$ cat src/rtl/sha1_pkg.sv
// ----------------------------------------------------------------------------
// sha1_pkg
// Shared types and constants for the SHA-1 digest core.
// ----------------------------------------------------------------------------
package sha1_pkg;

    localparam int unsigned WORD_W   = 32;
    localparam int unsigned NUM_HASH = 5;
    localparam int unsigned NUM_SCHED = 16;
    localparam int unsigned ROUNDS   = 80;
    localparam int unsigned CNT_W    = 61;

    typedef logic [WORD_W-1:0] t_word;

    localparam t_word H_INIT [NUM_HASH] = '{
        32'h67452301, 32'hefcdab89, 32'h98badcfe, 32'h10325476, 32'hc3d2e1f0
    };

    localparam t_word K_0 = 32'h5a827999;
    localparam t_word K_1 = 32'h6ed9eba1;
    localparam t_word K_2 = 32'h8f1bbcdc;
    localparam t_word K_3 = 32'hca62c1d6;

    localparam logic [7:0] PAD_BYTE = 8'h80;

    localparam logic [5:0] LEN_POS   = 6'd56;
    localparam logic [5:0] LAST_POS  = 6'd63;
    localparam logic [6:0] LAST_RND  = 7'd79;
    localparam logic [2:0] LAST_WORD = 3'd4;

    typedef enum logic [4:0] {
        ST_IDLE  = 5'b00001,
        ST_PAD   = 5'b00010,
        ST_ROUND = 5'b00100,
        ST_ADD   = 5'b01000,
        ST_OUT   = 5'b10000
    } t_state;

endpackage

$ cat src/rtl/sha1_message_digest_core.sv
// ----------------------------------------------------------------------------
// sha1_message_digest_core
// Streaming SHA-1: one byte per transfer in, five digest words out.
// ----------------------------------------------------------------------------
// Input channel: i_in_valid / o_in_stall with i_data_byte, i_byte_present and
// i_end_of_message. A transfer with i_byte_present appends the byte; a
// transfer with i_end_of_message (alone or with a byte) closes the message.
// Output channel: o_out_valid / i_out_stall with five transfers per message,
// word 0 (H0) first, o_last_word set on word 4.
// A byte that does not fill a block is taken and the core stays ready for the
// next. The 64th byte of a block starts the compression: the 80 rounds run
// one at a time through the single round adder, then the chaining add, and
// no byte is taken until both are done. Closing a message feeds the padding
// and the length one byte per cycle through the same byte path (64 - n bytes
// with n bytes in the open block, 64 more when n >= 56), compressing after
// each padded block. The digest words are shown once the chaining add of
// the last padded block is done; with no stall the five words follow on
// consecutive cycles.
// o_in_stall is high whenever the sequencer is busy: through a compression
// and its chaining add, and from the closing transfer until the last digest
// word has been transferred. While i_out_stall is high the current digest
// word holds. Reset (synchronous, active low) loads the SHA-1 initial values
// and clears the byte count and the sequencer.
// ----------------------------------------------------------------------------
module sha1_message_digest_core
    import sha1_pkg::*;
(
    input  logic        i_clk,
    input  logic        i_rst_n,
    input  logic        i_in_valid,
    output logic        o_in_stall,
    input  logic [7:0]  i_data_byte,
    input  logic        i_byte_present,
    input  logic        i_end_of_message,
    output logic        o_out_valid,
    input  logic        i_out_stall,
    output logic [31:0] o_digest_word,
    output logic [2:0]  o_word_number,
    output logic        o_last_word
);

    t_state           r_state, n_state;
    t_word            r_hash [NUM_HASH];
    t_word            n_hash [NUM_HASH];
    t_word            r_a, r_b, r_c, r_d, r_e;
    t_word            n_a, n_b, n_c, n_d, n_e;
    t_word            r_win [NUM_SCHED];
    t_word            n_win [NUM_SCHED];
    logic [23:0]      r_acc, n_acc;
    logic [5:0]       r_pos, n_pos;
    logic [CNT_W-1:0] r_count, n_count;
    logic [63:0]      r_len, n_len;
    logic [6:0]       r_rnd, n_rnd;
    logic [2:0]       r_wsel, n_wsel;
    logic             r_finish, n_finish;
    logic             r_pad_first, n_pad_first;
    logic             r_len_ok, n_len_ok;
    logic             r_final, n_final;

    logic             in_xfer;
    logic             push;
    logic [7:0]       push_byte;
    t_word            f_val, k_val, sched_new, round_sum;

    assign in_xfer    = i_in_valid && !o_in_stall;
    assign o_in_stall = (r_state != ST_IDLE);
    assign o_out_valid   = (r_state == ST_OUT);
    assign o_digest_word = r_hash[r_wsel];
    assign o_word_number = r_wsel;
    assign o_last_word   = (r_wsel == LAST_WORD);

    // round function and schedule expansion (window holds W[t]..W[t+15])
    always_comb begin
        if (r_rnd < 7'd20) begin
            f_val = (r_b & r_c) | (~r_b & r_d);
            k_val = K_0;
        end else if (r_rnd < 7'd40) begin
            f_val = r_b ^ r_c ^ r_d;
            k_val = K_1;
        end else if (r_rnd < 7'd60) begin
            f_val = (r_b & r_c) | (r_b & r_d) | (r_c & r_d);
            k_val = K_2;
        end else begin
            f_val = r_b ^ r_c ^ r_d;
            k_val = K_3;
        end
        sched_new = r_win[13] ^ r_win[8] ^ r_win[2] ^ r_win[0];
        sched_new = {sched_new[30:0], sched_new[31]};
        round_sum = {r_a[26:0], r_a[31:27]} + f_val + r_e + r_win[0] + k_val;
    end

    always_comb begin
        n_state     = r_state;
        n_hash      = r_hash;
        n_a = r_a; n_b = r_b; n_c = r_c; n_d = r_d; n_e = r_e;
        n_win       = r_win;
        n_acc       = r_acc;
        n_pos       = r_pos;
        n_count     = r_count;
        n_len       = r_len;
        n_rnd       = r_rnd;
        n_wsel      = r_wsel;
        n_finish    = r_finish;
        n_pad_first = r_pad_first;
        n_len_ok    = r_len_ok;
        n_final     = r_final;
        push        = 1'b0;
        push_byte   = 8'h00;

        unique case (r_state)
            ST_IDLE: begin
                if (in_xfer) begin
                    if (i_byte_present) begin
                        push      = 1'b1;
                        push_byte = i_data_byte;
                        n_count   = r_count + 1'b1;
                    end
                    if (i_end_of_message) begin
                        n_finish    = 1'b1;
                        n_pad_first = 1'b1;
                        n_state     = ST_PAD;
                    end
                end
            end
            ST_PAD: begin
                push = 1'b1;
                if (r_pad_first) begin
                    push_byte   = PAD_BYTE;
                    n_pad_first = 1'b0;
                    n_len       = {r_count, 3'b000};
                    n_len_ok    = (r_pos < LEN_POS);
                end else if (r_len_ok && r_pos >= LEN_POS) begin
                    push_byte = r_len[63:56];
                    n_len     = {r_len[55:0], 8'h00};
                    if (r_pos == LAST_POS) begin
                        n_final = 1'b1;
                    end
                end
            end
            ST_ROUND: begin
                n_e = r_d;
                n_d = r_c;
                n_c = {r_b[1:0], r_b[31:2]};
                n_b = r_a;
                n_a = round_sum;
                for (int i = 0; i < NUM_SCHED - 1; i++) begin
                    n_win[i] = r_win[i+1];
                end
                n_win[NUM_SCHED-1] = sched_new;
                n_rnd = r_rnd + 1'b1;
                if (r_rnd == LAST_RND) begin
                    n_state = ST_ADD;
                end
            end
            ST_ADD: begin
                n_hash[0] = r_hash[0] + r_a;
                n_hash[1] = r_hash[1] + r_b;
                n_hash[2] = r_hash[2] + r_c;
                n_hash[3] = r_hash[3] + r_d;
                n_hash[4] = r_hash[4] + r_e;
                if (r_final) begin
                    n_state = ST_OUT;
                    n_wsel  = '0;
                end else if (r_finish) begin
                    // fresh block during padding: length fits at its tail
                    n_state  = ST_PAD;
                    n_len_ok = 1'b1;
                end else begin
                    n_state = ST_IDLE;
                end
            end
            ST_OUT: begin
                if (!i_out_stall) begin
                    n_wsel = r_wsel + 1'b1;
                    if (r_wsel == LAST_WORD) begin
                        n_hash   = H_INIT;
                        n_count  = '0;
                        n_finish = 1'b0;
                        n_final  = 1'b0;
                        n_len_ok = 1'b0;
                        n_wsel   = '0;
                        n_state  = ST_IDLE;
                    end
                end
            end
            default: begin
                n_state = ST_IDLE;
            end
        endcase

        // shared byte path: pack big-endian, shift a full word into the window
        if (push) begin
            n_acc = {r_acc[15:0], push_byte};
            if (r_pos[1:0] == 2'd3) begin
                for (int i = 0; i < NUM_SCHED - 1; i++) begin
                    n_win[i] = r_win[i+1];
                end
                n_win[NUM_SCHED-1] = {r_acc, push_byte};
            end
            n_pos = r_pos + 1'b1;
            if (r_pos == LAST_POS) begin
                n_state = ST_ROUND;
                n_rnd   = '0;
                n_a     = r_hash[0];
                n_b     = r_hash[1];
                n_c     = r_hash[2];
                n_d     = r_hash[3];
                n_e     = r_hash[4];
            end
        end
    end

    always_ff @(posedge i_clk) begin
        if (!i_rst_n) begin
            r_state     <= ST_IDLE;
            r_hash      <= H_INIT;
            r_pos       <= '0;
            r_count     <= '0;
            r_rnd       <= '0;
            r_wsel      <= '0;
            r_finish    <= 1'b0;
            r_pad_first <= 1'b0;
            r_len_ok    <= 1'b0;
            r_final     <= 1'b0;
        end else begin
            r_state     <= n_state;
            r_hash      <= n_hash;
            r_pos       <= n_pos;
            r_count     <= n_count;
            r_rnd       <= n_rnd;
            r_wsel      <= n_wsel;
            r_finish    <= n_finish;
            r_pad_first <= n_pad_first;
            r_len_ok    <= n_len_ok;
            r_final     <= n_final;
        end
    end

    always_ff @(posedge i_clk) begin
        r_a   <= n_a;
        r_b   <= n_b;
        r_c   <= n_c;
        r_d   <= n_d;
        r_e   <= n_e;
        r_win <= n_win;
        r_acc <= n_acc;
        r_len <= n_len;
    end

`ifndef ASSERT_OFF
    // digest only shown once the final block has been fully consumed
    a_out_block_aligned: assert property (@(posedge i_clk) disable iff (!i_rst_n)
        o_out_valid |-> (r_pos == '0) && r_final)
        else $error("digest presented with a partial block");

    a_round_range: assert property (@(posedge i_clk) disable iff (!i_rst_n)
        (r_state == ST_ROUND) |-> (r_rnd <= LAST_RND))
        else $error("round index out of range");

    a_full_block_compresses: assert property (@(posedge i_clk) disable iff (!i_rst_n)
        (in_xfer && i_byte_present && r_pos == LAST_POS) |=> (r_state == ST_ROUND))
        else $error("full block did not start compression");

    a_done_after_last: assert property (@(posedge i_clk) disable iff (!i_rst_n)
        (o_out_valid && !i_out_stall && o_last_word) |=> !o_out_valid && !o_in_stall)
        else $error("core not idle after last digest word");

    a_len_only_tail: assert property (@(posedge i_clk) disable iff (!i_rst_n)
        (r_state == ST_PAD && r_final) |-> (r_pos == '0))
        else $error("length field ended away from block end");
`endif

endmodule
$ cat config.mk
export PLATFORM = sky130hd
export DESIGN_NAME = sha1_message_digest_core
export DESIGN_NICKNAME = d
export VERILOG_FILES = /design/src/rtl/sha1_pkg.sv /design/src/rtl/sha1_message_digest_core.sv
export SDC_FILE = /design/constraint.sdc
export NUM_CORES = 2
export LEC_CHECK = 0
export BUFFER_PORTS_ARGS = -buffer_cell sky130_fd_sc_hd__buf_2
export CAP_MARGIN = 25
export CORE_ASPECT_RATIO = 0.6
export CORE_UTILIZATION = 45
export CTS_CLUSTER_DIAMETER = 50
export DETAILED_ROUTE_END_ITERATION = 12
export PLACE_DENSITY = 0.7
export SLEW_MARGIN = 25
export SYNTH_ARGS = -nofsm -noshare
export SYNTH_HDL_FRONTEND = slang
export SYNTH_SLANG_ARGS = --single-unit
export TNS_END_PERCENT = 10
$ cat constraint.sdc
create_clock -name i_clk -period 13.8 [get_ports i_clk]
set_clock_uncertainty 0.15 [all_clocks]
set_input_delay 2.76 -clock i_clk [delete_from_list [all_inputs] [get_ports i_clk]]
set_output_delay 2.76 -clock i_clk [all_outputs]
set_load 0.05 [all_outputs]
==> run summary <==
Pin placement for this block handled 52 I/O pins. Setup repair after global routing left no endpoint under its margin. The leakage power of the design came out at 22.6 nW. By count the netlist is led by 918 x dfxtp_1, 565 x nand2_1, 527 x mux2_2, 407 x nor2_1, 278 x o21ai_0.

In the final routed layout, each cell accounts on average for 20.8 µm. The largest voltage drop on the vdd net is 100 µV. The data arrival time of the critical path is 8.00 ns. For the worst setup path, the data required time is 14.27 ns. Leaving out filler cells and counting taps, the final layout contains 6694. The count of pins over their slew limit came out at 0.

The compound-gate portion of the synthesized area is 0.132. The worst register-to-register path ends at r_a[16]. Setup total negative slack on the finished layout was measured at 0 ns. The number of global-route vias before repair is 35200. The number of flops mapped to enable cells by yosys came out at 85. The final hold violation count came to 0.

The post-synth net total is 5514. The area share of the largest cell type after synthesis is 0.365. The standard-cell row count came out at 94. The fmax came out at 133 MHz. The signed area change from the synthesized netlist to the final layout is 9.93%. The setup path with the least slack is of type flop to flop. The x dimension of the die came out at 434 µm. The maximum count of clock buffers along a single path is 3. After technology mapping, the gate count stands at 5176. The biggest area contributor in the post-synthesis netlist is dfxtp_1. The final critical-path required period is 7.53 ns.

The total congestion overflow after global routing came out at 0. Yosys printed 0 warnings. The detailed router placed 38200 vias in this run. The number of buffer cells added on primary ports came out at 51. In the final layout, the share of cells above drive strength 1 is 0.165. The first global-routing pass estimated 212000 µm of wire. The cell sitting at the root of the clock tree is a clkbuf_16. The count of nets left with antenna violations after detail routing is 0. The number of gates resized after CTS was 0. TritonCTS created 95 clock buffers. At the end of the flow the core is filled with cells to 0.502. Before antenna repair, the detailed router went through 6 iterations. The count of different cell masters after synthesis came out at 83. The main combinational cell family by area after synthesis is multiplexers.

The share of synthesized area spent on multiplexers is 0.138. The critical path endpoint is r_a[16]. By area the synthesized netlist is led by dfxtp_1 37%, mux2_2 12%, edfxtp_1 5.1%. The slew of the pin with the lowest slew margin came out at 1.12 ns. After synthesis, the mean cell area works out to 9.72 µm².

The net count of the finished layout is 5463. The worst register-to-register path has a setup slack of 6.27 ns. For this block, the initial DRC count from the detailed router was 4254. The insertion delay of the later-clocked pin in the worst-skew pair came out at 0.74 ns. The total clock sinks came out at 1003.

The number of buffers inserted for hold repair after clock tree synthesis came out at 0. The detailed placer's ending HPWL came out at 99100 µm. Dividing the final minimum period by the clock period gives 0.545.

The maximum fanout along the worst path came out at 21. The pin count of the biggest net entering global routing came out at 207. The number of antenna violations at the first check in global routing is 1.

The share of async-settable or async-resettable flops after synthesis is 0. The critical path starts at r_rnd[5]. The total routed wirelength is 139000 µm. The worst setup path is launched from a flop. The total power per unit cell area is 106 nW/µm². The core region area is 110000 µm². From bottom edge to top edge, the die measures 261 µm. The beginning of the worst register-to-register path is r_rnd[5]. The worst-case headroom to the max-slew limit is 0.248. The leading cell type by number of instances after synthesis is dfxtp_1. The clock tree from TritonCTS is done.

The delay of the slowest critical-path stage came out at 0.60 ns. Among all stages on the critical path, the largest delay is contributed by nand2_1. For this run, design rule violations remaining after detail routing come to 0. The antenna cell count came out at 0.

The synthesized netlist occupies a cell area of 50300 µm². The number of levels in the clock H-tree is 3. Counting cells, the worst reg-to-reg path comes to 23. The post-route total power is 5.87 mW.

Setup violations remaining at the end of the flow were counted as 0. The path type of the worst min-delay path is flop to flop. Traced cell by cell, the critical path runs through a41oi_2, nand2_1, buf_4, inv_1, buf_4, nor2_2, buf_4, a221o_1, fa_1, inv_1, fa_1, inv_1, ha_1, a21o_1, a21o_1, a2111oi_0, o21bai_1, o41ai_1, o21ai_0, a2111oi_0, nor3_1, o21a_1, o21ai_0.

The area enclosed by the die boundary came out at 113000 µm². The starting density of the core came out at 0.456. The number of synthesized register bits is 1003. The number of max-cap violations is 0. The post-synthesis share of cell area spent on xor and xnor gates came out at 0.0526. The post-CTS clock slew at the launch and capture registers of the worst setup and hold paths is 0.07 ns. The run finished with clean final reports. The most used flip-flop cell after synthesis is dfxtp_1.

Counting the fill cells in the layout gives 9907. The via count normalized by instance count is 5.71. The post-synthesis simple-gate area fraction is 0.123. The worst hold path begins at r_win[449]. For this run, the total global-route usage over all layers was measured as 0.242. Of the total synthesized cell area, the portion taken by full adders, half adders and majority gates is 0.0993.

The buffers inserted during post-CTS setup optimization is 0. The congestion estimate from routability-driven global placement came to 0.969. STA classifies the critical path endpoint as a flop.

Counting tap cells, the placed design contains a total of 6514 instances. The share of synthesized area occupied by flip-flops and latches came out at 0.416.
==> power by group <==
group / total [mW] / switching, mW / internal (mW)
clock: 2.80 / 1.23 / 1.56
sequential: 2.99 / 0.0217 / 2.97
combinational: 0.0920 / 0.0536 / 0.0383
==> per-stage QoR <==
stage	hold WS, ns	instance area (µm²)	setup WS (ns)
floorplan	0.268	50300	7.89
global placement	0.278	51900	6.11
detailed placement	0.289	51900	5.93
CTS	0.300	55200	5.82
global route	0.324	55300	5.76
finish	0.296	55300	6.27
==> worst max-delay path, delay by kind of cell, from the launching register on <==
kind                     cells  cell delay, ns
flip-flops                   1            0.38
AO/OA/AOI/OAI               11            3.63
adder cells (fa/ha/maj)      3            1.39
buffers and inverters        6            1.10
AND/OR/NAND/NOR              3            0.76
==> cells by family (layout without fill, tap and decap cells) <==
kind of cell / after synthesis / in the layout
muxes: 587 / 587
xor gates and xnor gates: 302 / 302
buffers and inverters: 513 / 543
adders and majority gates: 324 / 324
and+or+nand+nor: 1392 / 1392
DFF: 1003 / 1003
AOI/OAI and AO/OA: 1055 / 1055
==> sequential cells by signal, summed over array words and instances, names as in the netlist, 5 cells and up <==
register	count
r_c	32
r_d	32
r_win	512
r_count	61
r_state	5
r_hash	160
r_pos	6
r_e	32
r_acc	24
r_rnd	7
r_a	32
r_len	61
r_b	32
==> worst min-delay path by stage <==
| stage | to | slack, ns | cells past startpoint |
|---|---|---|---|
| finish | r_win[481] | 0.30 | 2 |
| global placement | r_win[485] | 0.28 | 2 |
| detailed placement | r_win[487] | 0.29 | 2 |
| CTS | r_win[481] | 0.30 | 2 |
| global route | r_win[482] | 0.32 | 2 |
| floorplan | r_win[24] | 0.27 | 2 |
==> metal layers <==
| metal | wire, µm | global-route usage |
|---|---|---|
| met1 | 67500 | 0.378 |
| met2 | 52100 | 0.312 |
| met5 | 0 | 0 |
| met4 | 2160 | 0.0506 |
| met3 | 17400 | 0.0812 |
==> cells in the final DEF, fill, tap and decap left out, drive strengths merged, types with 30 or more instances in the layout <==
| cell | instances |
|---|---|
| nand2 | 566 |
| nand2b | 33 |
| o21a | 30 |
| and2 | 53 |
| dfxtp | 918 |
| o22ai | 46 |
| nand3 | 98 |
| o21ai | 279 |
| nor2 | 407 |
| inv | 274 |
| a31oi | 161 |
| xnor2 | 206 |
| and3 | 35 |
| ha | 199 |
| mux2 | 527 |
| a21o | 92 |
| mux4 | 32 |
| xor2 | 96 |
| a211oi | 31 |
| clkbuf | 128 |
| fa | 125 |
| a21oi | 220 |
| nor2b | 38 |
| edfxtp | 85 |
| nor3 | 60 |
| buf | 101 |
==> area by class of cell <==
| type | count | area (µm²) | area share |
|---|---|---|---|
| timing repair buffer | 101 | 727 | 0.0132 |
| tap | 1488 | 1860 | 0.0337 |
| multi-input combinational | 3660 | 27400 | 0.496 |
| sequential | 1003 | 20900 | 0.379 |
| clock buffer | 128 | 2650 | 0.0480 |
| clock inverter | 50 | 677 | 0.0122 |
| inverter | 264 | 991 | 0.0179 |
Power figures use the tool's default switching activity.
